### src/rtl/preemptive_priority_scheduler_top_assert.svh
// Assertion macros for the preemptive priority scheduler.
// Included by the top level; needs nothing else.
`ifndef PREEMPTIVE_PRIORITY_SCHEDULER_TOP_ASSERT_SVH
`define PREEMPTIVE_PRIORITY_SCHEDULER_TOP_ASSERT_SVH

// same-cycle implication under reset
`define PPSCH_ASSERT_NOW(label, clk, rst_n, ante, cons, msg) \
  label: assert property (@(posedge clk) disable iff (!rst_n) (ante) |-> (cons)) \
    else $error(msg);

// next-cycle implication under reset
`define PPSCH_ASSERT_NEXT(label, clk, rst_n, ante, cons, msg) \
  label: assert property (@(posedge clk) disable iff (!rst_n) (ante) |=> (cons)) \
    else $error(msg);

`endif

### src/rtl/ppsch_pkg.sv
// Shared types and constants for the preemptive priority scheduler.
// No dependencies.
package ppsch_pkg;

  localparam int unsigned SLOTS_DEF  = 16;
  localparam logic [9:0]  PRIO_LIMIT = 10'd999;

  localparam logic FUNC_LOAD = 1'b0;
  localparam logic FUNC_TICK = 1'b1;

  typedef struct packed {
    logic        func;
    logic [3:0]  slot;
    logic [15:0] arrival;
    logic [15:0] burst;
    logic [9:0]  priority_req;
  } in_req_t;

  typedef struct packed {
    logic [15:0] tick_time;
    logic        idle;
    logic [3:0]  running_slot;
    logic        switched;
    logic        finished;
    logic [15:0] completion_time;
    logic [15:0] turnaround;
    logic [15:0] waiting;
    logic        all_done;
    logic [19:0] total_turnaround;
    logic [19:0] total_waiting;
  } out_rsp_t;

  // one task table entry, held by one cell of the ring
  typedef struct packed {
    logic        loaded;
    logic [15:0] arrival;
    logic [15:0] burst;
    logic [15:0] remaining;
    logic [9:0]  prio;
  } entry_t;

endpackage

### src/rtl/preemptive_priority_scheduler_top.sv
// Preemptive priority scheduler top level: ring of task cells, scan head, totals.
// Depends on ppsch_pkg, ppsch_cell and preemptive_priority_scheduler_top_assert.svh.
//
//   channel | signals                          | carries
//   in      | in_valid_i, in_stall_o, in_req_i | load entry or time tick
//   out     | out_valid_o, out_stall_i, out_rsp_o | one result per tick
//
// A load is written straight into its cell. During a tick the ring rotates once past
// the compare head, then the result is committed to the output register.
// The commit waits while a previous result is still stalled in the output register.
// Reset clears loaded flags, counters, time, totals and the runner mark; entry
// contents are undefined until loaded.
module preemptive_priority_scheduler_top
  import ppsch_pkg::*;
#(
  parameter int unsigned SLOTS = SLOTS_DEF
) (
  input  logic     clk_i,
  input  logic     rst_ni,
  input  logic     in_valid_i,
  output logic     in_stall_o,
  input  in_req_t  in_req_i,
  output logic     out_valid_o,
  input  logic     out_stall_i,
  output out_rsp_t out_rsp_o
);

  localparam int unsigned SLOT_W = $clog2(SLOTS);
  localparam int unsigned CNT_W  = $clog2(SLOTS + 1);
  localparam int unsigned MARK_W = $clog2(SLOTS + 2);
  localparam logic [MARK_W-1:0] MARK_IDLE = MARK_W'(SLOTS);
  localparam logic [MARK_W-1:0] MARK_NONE = MARK_W'(SLOTS + 1);

  localparam logic [1:0] ST_IDLE = 2'd0;
  localparam logic [1:0] ST_SCAN = 2'd1;
  localparam logic [1:0] ST_FIN  = 2'd2;

  logic [1:0] state_q, state_d;
  logic [SLOT_W-1:0] cnt_q, cnt_d;

  entry_t cells [SLOTS];

  // scan head
  logic              best_found_q, best_found_d;
  logic [SLOT_W-1:0] best_idx_q, best_idx_d;
  logic [9:0]        best_prio_q, best_prio_d;
  logic [15:0]       best_arr_q, best_arr_d;
  logic [15:0]       best_burst_q, best_burst_d;
  logic [15:0]       best_rem_q, best_rem_d;

  logic [CNT_W-1:0]  loaded_cnt_q, loaded_cnt_d;
  logic [CNT_W-1:0]  fin_cnt_q, fin_cnt_d;
  logic [15:0]       time_q, time_d;
  logic [MARK_W-1:0] prev_mark_q, prev_mark_d;
  logic [19:0]       sum_tat_q, sum_tat_d;
  logic [19:0]       sum_wt_q, sum_wt_d;

  logic     out_valid_q, out_valid_d;
  out_rsp_t out_q, out_d;

  logic accept, load_go, tick_go, shift, commit, load_ok;
  logic [SLOT_W-1:0] ls;
  entry_t load_data, head, tgt;
  logic head_elig, head_better;
  logic [MARK_W-1:0] mark;
  logic fin;
  logic [15:0] ct, tat, wt;
  logic [20:0] tat_sum, wt_sum;

  assign accept  = in_valid_i && !in_stall_o;
  assign load_ok = (32'(in_req_i.slot) < SLOTS);
  assign ls      = SLOT_W'(in_req_i.slot);
  assign load_go = accept && (in_req_i.func == FUNC_LOAD) && load_ok;
  assign tick_go = accept && (in_req_i.func == FUNC_TICK);
  assign shift   = (state_q == ST_SCAN);
  assign commit  = (state_q == ST_FIN) && (!out_valid_q || !out_stall_i);

  assign load_data = '{loaded: 1'b1, arrival: in_req_i.arrival, burst: in_req_i.burst,
                       remaining: in_req_i.burst, prio: in_req_i.priority_req};

  for (genvar i = 0; i < SLOTS; i++) begin : g_cell
    ppsch_cell u_cell (
      .clk_i       (clk_i),
      .rst_ni      (rst_ni),
      .shift_i     (shift),
      .nbr_i       (cells[(i + 1) % SLOTS]),
      .load_i      (load_go && (ls == SLOT_W'(i))),
      .load_data_i (load_data),
      .dec_i       (commit && best_found_q && (best_idx_q == SLOT_W'(i))),
      .entry_o     (cells[i])
    );
  end

  // cell 0 always holds the slot numbered by cnt_q during the scan
  assign head      = cells[0];
  assign head_elig = head.loaded && (head.remaining != 16'd0) && (head.arrival <= time_q);
  assign head_better = head_elig &&
                       ((head.prio < best_prio_q) ||
                        (best_found_q && head.prio == best_prio_q &&
                         head.arrival < best_arr_q));

  assign tgt = cells[ls];

  // commit arithmetic
  assign mark    = best_found_q ? MARK_W'(best_idx_q) : MARK_IDLE;
  assign fin     = best_found_q && (best_rem_q == 16'd1);
  assign ct      = fin ? time_q + 16'd1 : 16'd0;
  assign tat     = fin ? ct - best_arr_q : 16'd0;
  assign wt      = fin ? tat - best_burst_q : 16'd0;
  assign tat_sum = {1'b0, sum_tat_q} + 21'(tat);
  assign wt_sum  = {1'b0, sum_wt_q} + 21'(wt);

  always_comb begin
    state_d      = state_q;
    cnt_d        = cnt_q;
    best_found_d = best_found_q;
    best_idx_d   = best_idx_q;
    best_prio_d  = best_prio_q;
    best_arr_d   = best_arr_q;
    best_burst_d = best_burst_q;
    best_rem_d   = best_rem_q;
    loaded_cnt_d = loaded_cnt_q;
    fin_cnt_d    = fin_cnt_q;
    time_d       = time_q;
    prev_mark_d  = prev_mark_q;
    sum_tat_d    = sum_tat_q;
    sum_wt_d     = sum_wt_q;
    out_valid_d  = out_valid_q && out_stall_i;
    out_d        = out_q;

    if (load_go) begin
      // reload of a finished entry takes it back out of the finished count
      if (tgt.loaded) begin
        if (tgt.remaining == 16'd0) fin_cnt_d = fin_cnt_d - CNT_W'(1);
      end else begin
        loaded_cnt_d = loaded_cnt_q + CNT_W'(1);
      end
      if (in_req_i.burst == 16'd0) fin_cnt_d = fin_cnt_d + CNT_W'(1);
    end

    unique case (state_q)
      ST_IDLE: begin
        if (tick_go) begin
          state_d      = ST_SCAN;
          cnt_d        = '0;
          best_found_d = 1'b0;
          best_prio_d  = PRIO_LIMIT;
          best_idx_d   = '0;
        end
      end
      ST_SCAN: begin
        if (head_better) begin
          best_found_d = 1'b1;
          best_idx_d   = cnt_q;
          best_prio_d  = head.prio;
          best_arr_d   = head.arrival;
          best_burst_d = head.burst;
          best_rem_d   = head.remaining;
        end
        cnt_d = cnt_q + SLOT_W'(1);
        if (cnt_q == SLOT_W'(SLOTS - 1)) state_d = ST_FIN;
      end
      ST_FIN: begin
        if (commit) begin
          state_d     = ST_IDLE;
          prev_mark_d = mark;
          time_d      = time_q + 16'd1;
          if (fin) begin
            fin_cnt_d = fin_cnt_q + CNT_W'(1);
            sum_tat_d = tat_sum[20] ? '1 : tat_sum[19:0];
            sum_wt_d  = wt_sum[20] ? '1 : wt_sum[19:0];
          end
          out_valid_d            = 1'b1;
          out_d.tick_time        = time_q;
          out_d.idle             = !best_found_q;
          out_d.running_slot     = best_found_q ? 4'(best_idx_q) : 4'd0;
          out_d.switched         = (mark != prev_mark_q);
          out_d.finished         = fin;
          out_d.completion_time  = ct;
          out_d.turnaround       = tat;
          out_d.waiting          = wt;
          out_d.all_done         = (fin_cnt_d == loaded_cnt_q);
          out_d.total_turnaround = sum_tat_d;
          out_d.total_waiting    = sum_wt_d;
        end
      end
      default: state_d = ST_IDLE;
    endcase
  end

  always_ff @(posedge clk_i or negedge rst_ni) begin
    if (!rst_ni) begin
      state_q      <= ST_IDLE;
      cnt_q        <= '0;
      best_found_q <= 1'b0;
      loaded_cnt_q <= '0;
      fin_cnt_q    <= '0;
      time_q       <= '0;
      prev_mark_q  <= MARK_NONE;
      sum_tat_q    <= '0;
      sum_wt_q     <= '0;
      out_valid_q  <= 1'b0;
    end else begin
      state_q      <= state_d;
      cnt_q        <= cnt_d;
      best_found_q <= best_found_d;
      loaded_cnt_q <= loaded_cnt_d;
      fin_cnt_q    <= fin_cnt_d;
      time_q       <= time_d;
      prev_mark_q  <= prev_mark_d;
      sum_tat_q    <= sum_tat_d;
      sum_wt_q     <= sum_wt_d;
      out_valid_q  <= out_valid_d;
    end
  end

  always_ff @(posedge clk_i) begin
    best_idx_q   <= best_idx_d;
    best_prio_q  <= best_prio_d;
    best_arr_q   <= best_arr_d;
    best_burst_q <= best_burst_d;
    best_rem_q   <= best_rem_d;
    out_q        <= out_d;
  end

  assign in_stall_o  = (state_q != ST_IDLE);
  assign out_valid_o = out_valid_q;
  assign out_rsp_o   = out_q;

`include "preemptive_priority_scheduler_top_assert.svh"

  `PPSCH_ASSERT_NOW(a_rise_from_fin, clk_i, rst_ni, $rose(out_valid_o), $past(state_q == ST_FIN), "result without commit")
  `PPSCH_ASSERT_NOW(a_fin_le_loaded, clk_i, rst_ni, 1'b1, fin_cnt_q <= loaded_cnt_q, "finished count exceeds loaded count")
  `PPSCH_ASSERT_NEXT(a_scan_steps, clk_i, rst_ni, state_q == ST_SCAN && cnt_q != SLOT_W'(SLOTS - 1), state_q == ST_SCAN && cnt_q == $past(cnt_q) + SLOT_W'(1), "scan counter skipped")
  `PPSCH_ASSERT_NOW(a_fin_not_idle, clk_i, rst_ni, out_valid_o && out_rsp_o.finished, !out_rsp_o.idle, "finish reported on idle tick")

endmodule

### src/rtl/ppsch_cell.sv
// One cell of the task ring: holds one entry, rotates it to its neighbor on shift.
// Depends on ppsch_pkg.
module ppsch_cell
  import ppsch_pkg::*;
(
  input  logic   clk_i,
  input  logic   rst_ni,
  input  logic   shift_i,
  input  entry_t nbr_i,
  input  logic   load_i,
  input  entry_t load_data_i,
  input  logic   dec_i,
  output entry_t entry_o
);

  logic        loaded_q;
  logic [15:0] arrival_q, burst_q, remaining_q;
  logic [9:0]  prio_q;
  entry_t      entry_cur, entry_d;

  assign entry_cur = '{loaded: loaded_q, arrival: arrival_q, burst: burst_q,
                       remaining: remaining_q, prio: prio_q};

  always_comb begin
    entry_d = entry_cur;
    priority if (load_i) begin
      entry_d = load_data_i;
    end else if (dec_i) begin
      entry_d.remaining = entry_cur.remaining - 16'd1;
    end else if (shift_i) begin
      entry_d = nbr_i;
    end
  end

  // only the loaded flag needs a reset; payload is don't-care until loaded
  always_ff @(posedge clk_i or negedge rst_ni) begin
    if (!rst_ni) begin
      loaded_q <= 1'b0;
    end else begin
      loaded_q <= entry_d.loaded;
    end
  end

  always_ff @(posedge clk_i) begin
    arrival_q   <= entry_d.arrival;
    burst_q     <= entry_d.burst;
    remaining_q <= entry_d.remaining;
    prio_q      <= entry_d.prio;
  end

  assign entry_o = entry_cur;

endmodule
### config.mk
export PLATFORM = sky130hd
export DESIGN_NAME = preemptive_priority_scheduler_top
export DESIGN_NICKNAME = d
export VERILOG_FILES = /design/src/rtl/ppsch_pkg.sv /design/src/rtl/preemptive_priority_scheduler_top.sv /design/src/rtl/ppsch_cell.sv
export VERILOG_INCLUDE_DIRS = /design/src /design/src/rtl
export SDC_FILE = /design/constraint.sdc
export NUM_CORES = 2
export LEC_CHECK = 0
export ABC_AREA = 1
export ABC_CLOCK_PERIOD_IN_PS = 12100
export BUFFER_PORTS_ARGS = -buffer_cell sky130_fd_sc_hd__buf_2
export CORE_ASPECT_RATIO = 0.5
export CORE_MARGIN = 2
export CORE_UTILIZATION = 35
export DETAILED_ROUTE_END_ITERATION = 8
export PLACE_DENSITY = 0.48
export SLEW_MARGIN = 40
export SYNTH_ARGS = -nofsm -noshare
export SYNTH_HDL_FRONTEND = slang
export SYNTH_SLANG_ARGS = --single-unit
### constraint.sdc
create_clock -name clk_i -period 12.1 [get_ports clk_i]
set_input_delay 3.025 -clock clk_i [delete_from_list [all_inputs] [get_ports clk_i]]
set_output_delay 3.025 -clock clk_i [all_outputs]
set_load 0.01 [all_outputs]
======== Word level (Yosys, flattened, before mapping) ========
Index checks and enable logic that the tools add are counted.
operators by class
  eq/ne operators ......................... 57
  mux-type cells .......................... 117
  magnitude comparators ................... 4
  bitwise operators ....................... 3
  add/sub/neg operators ................... 26
  reductions and logical operators ........ 112
operator list
  cell                                                    count
  two-way mux 59 bit                                      34
  two-way mux 33 bit                                      16
  two-way mux 16 bit                                      19
  subtractor 16 x 1 -> 16 bit (second input constant)     16
  binary-select mux 59 bit (select 4 bit)                 1
  two-way mux 10 bit                                      18
  two-way mux 20 bit                                      4
  equality test 4 bit (second input constant)             17
  two-way mux 5 bit                                       11
  nonzero test 3 bit                                      16
  logical AND 1 bit                                       44
  adder 20 x 16 -> 21 bit                                 2
  AND reduction 2 bit                                     20
  nonzero test 2 bit                                      18
  equality test 4 x 3 -> 1 bit (second input constant)    8
  logical NOT 16 bit                                      2
  inequality test 2 x 1 -> 1 bit (second input constant)  16
  subtractor 16 bit                                       2
  one-hot mux 10 bit (2 select lines)                     1
  adder 16 x 1 -> 16 bit (second input constant)          1
  equality test 16 x 1 -> 1 bit (second input constant)   1
  equality test 4 x 2 -> 1 bit (second input constant)    4
  less-or-equal comparator 16 bit                         1
  less-than comparator 16 bit                             1
  other kinds (26)                                        46
storage, ports and cells
  input port bits ......................... 51
  register bits ........................... 1197
  output and inout port bits .............. 114
  word-level logic and storage cells ...... 425

======== Logic depth before layout (Yosys ltp) ========
  word-level depth ........................ 16
  depth in mapped cells ................... 47
  mapped depth without buffers ............ 45

======== Hierarchy ========
A second synthesis with hierarchy kept.
unflattened totals
  cell total of the unflattened synthesis .. 8275
  area, all modules ....................... 67212.0 um^2
by module, submodules not included
  module                             sequential area each (um^2)  instances  cells an instance  area an instance (um^2)
  ppsch_cell                         1766.7                       16         372                3118.0
  preemptive_priority_scheduler_top  7204.4                       1          2323               17324.1

======== Worst setup path after synthesis ========
Ideal clock, no wire load.
  kind .................................... input -> register
  start point ............................. input out_stall_i
  end point ............................... register out_q, in the netlist out_rsp_o[0] (enable)
  cell stages on the path ................. 5
  data required time ...................... 11.582 ns
  slack ................................... 4.875 ns
  data arrival time ....................... 6.707 ns
  buffers on the path ..................... 2
  setup time .............................. 0.518 ns
  cell sequence ........................... nand2_1 nand2_1 inv_1 clkbuf_1 clkbuf_1
between the ends
  word-level cells in the longest chain between the ends .. 4
RTL lines
  element                               RTL line                                  source
  from (decl)                           preemptive_priority_scheduler_top.sv:24   input logic out_stall_i,
  logical NOT 1 bit                     preemptive_priority_scheduler_top.sv:76   assign commit = (state_q == ST_FIN) && (!out_valid_q || !out_stall_i);
  logical OR 1 bit                      preemptive_priority_scheduler_top.sv:76
  logical AND 1 bit                     preemptive_priority_scheduler_top.sv:76
  AND reduction 2 bit (no source line)  -
  to (signal assigned)                  preemptive_priority_scheduler_top.sv:223  out_q <= out_d;
  to (decl)                             preemptive_priority_scheduler_top.sv:59   out_rsp_t out_q, out_d;
Every way passes these cells.
A chain may end at the register's enable or synchronous reset.

======== Final worst setup path ========
  start point ............................. register best_found_q
  end point ............................... register out_q, in the netlist out_rsp_o[17] (data pin)
between the ends
  word-level cells in the longest chain between the ends .. 9
RTL lines
  element                  RTL line                                  source
  from (decl)              preemptive_priority_scheduler_top.sv:44   logic best_found_q, best_found_d;
  from (signal assigned)   preemptive_priority_scheduler_top.sv:206  best_found_q <= best_found_d;
  logical AND 1 bit        preemptive_priority_scheduler_top.sv:106  assign fin = best_found_q && (best_rem_q == 16'd1);
  two-way mux 16 bit       preemptive_priority_scheduler_top.sv:107  assign ct = fin ? time_q + 16'd1 : 16'd0;
  net ct[2]                preemptive_priority_scheduler_top.sv:67   logic [15:0] ct, tat, wt;
  subtractor 16 bit        preemptive_priority_scheduler_top.sv:108  assign tat = fin ? ct - best_arr_q : 16'd0;
  two-way mux 16 bit       preemptive_priority_scheduler_top.sv:108
  net tat[3]               preemptive_priority_scheduler_top.sv:67
  subtractor 16 bit        preemptive_priority_scheduler_top.sv:109  assign wt = fin ? tat - best_burst_q : 16'd0;
  two-way mux 16 bit       preemptive_priority_scheduler_top.sv:109
  net wt[6]                preemptive_priority_scheduler_top.sv:67
  adder 20 x 16 -> 21 bit  preemptive_priority_scheduler_top.sv:111  assign wt_sum = {1'b0, sum_wt_q} + 21'(wt);
  two-way mux 20 bit       preemptive_priority_scheduler_top.sv:171  sum_wt_d = wt_sum[20] ? '1 : wt_sum[19:0];
  two-way mux 20 bit       preemptive_priority_scheduler_top.sv:168  if (fin) begin
The timed path passes the listed nets, and every way through them passes these cells.

==> summary.md <==
| Metric | Value |
|---|---|
| H-tree levels | 3 |
| Multi-input logic area | 22600 sq um |
| CP max-delay cell | nor3b_1 |
| Vias in the first global route | 44020 |
| Ratio of cells with drive above 1 in the final layout | 0.0760 |
| CTS tree | built |
| Core Footprint | 174000 sq um |
| Num rows | 108 |
| Total track usage | 0.247 |
| Setup CP Type | reg2reg |
| Dominant synthesized flop cell | edfxtp_1 |
| Synth area leaders | edfxtp_1 54%, nand2_1 10%, o21ai_0 9.5% |
| Vias/cell | about 5.4 |
| DR DRC count | 0 |
| Highest-count cells in the layout ignoring fill and taps | 1703 x nand2_1, 1169 x o21ai_0, 1102 x edfxtp_1 |
| Slew HR | 0.404 |
| Die width | 598 microns |
| Fmax | 138 MHz |
| Crit-path max FO | 20 |
| Yosys warns | 0 |
| Avg Synthesized Cell Area | 9.14 sq um |
| CP startpoint kind | register |
| Register area | 35500 sq um |
| Mapped Area | 61700 sq um |
| Area Growth Syn to Fin | 11.5% |
| Hold slack final | 464 ps |
| Max stage delay on crit path | 670 ps |
| Setup WS post-layout | 4860 ps |
| Antenna violations before repair | 7 |
| Family with the most delay on the worst path | simple AND/OR/NAND/NOR gates |
| CP Data Required Time | 12540 ps |
| Mapped Nets | just under 7000 |
| MaxCap Viol Count | 0 |
| HPWL after DPL | ~160 mm |
| WP buf/inv | 4 |
| Via count | 49733 |
| Post-synth EDFFs | 1102 |
| First-pass GRT wire length | 324 mm |
| Post-Place Setup Slack | around 4400 ps |
| Starting Density | 0.354 |
| Drt first pass iters | 6 |
| Largest net degree at the start of global routing | 111 |
| Fillcell total | roughly 17000 |
| Peak supply drop | 0.000132 V |
| Routed wire length | ~230 mm |
| CTS Buf Count | 116 |
| Final ANT Viol Nets | 0 |
| Design Area, Final | 68800 sq um |
| Slew Viols, Final | 0 |
| Clock Latency Late Sink | 770 ps |
| DRT iter0 DRCs | 6609 |
| RSZ-0062 raised after global routing | false |
| Worst-Margin Slew | 893 ps |
| Die height | 301 microns |
| Synth area leader | edfxtp_1 |
| Crit path DAT | between 7000 and 8000 ps |
| Buffers added on ports | 164 |
| Worst-path clk slew | ~70 ps |
| CTS resizes | 0 |
| Clk_skew | 42.3 ps |
| IO Count | 165 |
| WL/cell | 24.8 microns |
| Synth Register Bits | 1197 |
| # nets final | 6949 |
| Routability cong. | 0.947 |
| Setup TNS | 0 ps |
| Cells after synthesis | just under 7000 |
| Yosys cell types | 52 |
| Status | finished, final reports clean |
| Fin crit share | 0.598 |
| # setup viols final | 0 |
| Ys async rst share | 0.0794 |
| Crit. End Element | register |
| Clk sinks | between 1000 and 1500 |
| Min Tclk post-route | 7240 ps |
| Leak | about 29 nW |
| Die ar. | 180000 sq um |
| Hold_buf cts | 0 |
| CTS root buffer | clkbuf_16 |
| PD cells | 262 nW/um^2 |
| Total gr overflow | 0 |
| Seq/Total Area, Yosys | 0.575 |
| Maximum clock path buffer count | 3 |
| Dpl cell area | 64900 sq um |
| Post-CTS setup buffer count | 0 |
| Min-Delay Path Class | reg2reg |
| Synth top area share | 0.536 |
| Final Hold Viols | 0 |
| Most common cell after layout, fill and taps aside | nand2_1 |
[synthesized netlist by cell type, types with 51 or more instances]
| cell | instances |
|---|---|
| nand2_1 | 1717 |
| o21ai_0 | 1169 |
| edfxtp_1 | 1102 |
| inv_1 | 597 |
| nor2_1 | 437 |
| clkbuf_1 | 329 |
| nand3_1 | 284 |
| a21oi_1 | 228 |
| ha_1 | 129 |
| xor2_1 | 111 |
| nor3_1 | 105 |
| dfrtp_1 | 93 |
| o211ai_1 | 77 |
| o22ai_1 | 51 |
[logic make-up (layout without fill, tap and decap cells)]
group	after synthesis	in the layout	synth area share
adders and majority gates	133	133	0.0274
and+or+nand+nor	2632	2632	0.172
muxes	1	1	0.000182
buffers and inverters	988	1097	0.0615
AOI/OAI and AO/OA	1667	1667	0.145
DFF	1197	1197	0.575
xor gates and xnor gates	138	138	0.0196
other	0	1	0
[worst paths after layout]
kind / start / to / slack [ps] / depth (start not counted)
worst min register to register: g_cell[0].u_cell.burst_q[14] / best_burst_q[14] / 460 / 0
worst min-delay path: g_cell[0].u_cell.burst_q[14] / best_burst_q[14] / 460 / 0
worst max-delay path: best_found_q / out_rsp_o[17] / 4860 / 30
worst max register to register: best_found_q / out_rsp_o[17] / 4860 / 30
max in group asynchronous: rst_ni / g_cell[12].u_cell.loaded_q / 8650 / 2
min in group asynchronous: rst_ni / sum_wt_q[1] / 2300 / 1
[area by class of cell]
type,count,area share
Clock buffer,149,0.0443
Inverter,613,0.0336
Sequential cell,1197,0.515
Antenna cell,1,0.0000363
Tap cell,2310,0.0420
Timing Repair Buffer,266,0.0245
Multi-Input combinational cell,4571,0.329
Clock inverter,69,0.0114
[registers in the layout, indices dropped and copies added (netlist names)]
signal and flops:
cnt_q 4, loaded_cnt_q 5, best_found_q 1, sum_wt_q 20
best_prio_q 10, g_cell.u_cell.loaded_q 16, best_rem_q 16, g_cell.u_cell.remaining_q 256
best_idx_q 4, best_arr_q 16, g_cell.u_cell.arrival_q 256, g_cell.u_cell.prio_q 160
state_q 2, fin_cnt_q 5, best_burst_q 16, time_q 16
out_valid_o 1, prev_mark_q 5, out_rsp_o 112, g_cell.u_cell.burst_q 256
sum_tat_q 20
[layer usage]
metal  track usage  routed length (microns)  up-vias
met5             0                       20        -
met4        0.0383                     2940        4
met3        0.0778                    28100      186
li1              -                        -    23271
met1         0.403                   112000    24016
met2         0.312                    84400     2256
[where the power goes]
| part | switching (mW) | total, mW | internal [mW] | leakage, nW |
|---|---|---|---|---|
| clock | 1.73 | 3.81 | 2.09 | 1.86 |
| combinational | 3.46 | 5.06 | 1.59 | 14.5 |
| sequential | 1.72 | 9.16 | 7.45 | 12.2 |
| total | 6.91 | 18.0 | 11.1 | 28.6 |
[per-stage QoR]
| step | power, mW | cells | util |
|---|---|---|---|
| after CTS | 18.0 | 9172 | 0.394 |
| after detailed placement | 14.1 | 8954 | 0.372 |
| after global routing | 19.1 | 9175 | 0.395 |
| final | 18.0 | 9176 | 0.395 |
| after floorplan | 11.6 | 6756 | - |
| after global placement | 14.1 | 8952 | 0.372 |
[worst register-to-register path: cells and delay by family (launching register included)]
family,cells,cell delay [ps]
buffers and inverters,4,430
AOI/OAI and AO/OA,11,2200
and+or+nand+nor,12,2680
adders and majority gates,3,1120
DFF,1,480
Power figures use the tool's default switching activity.
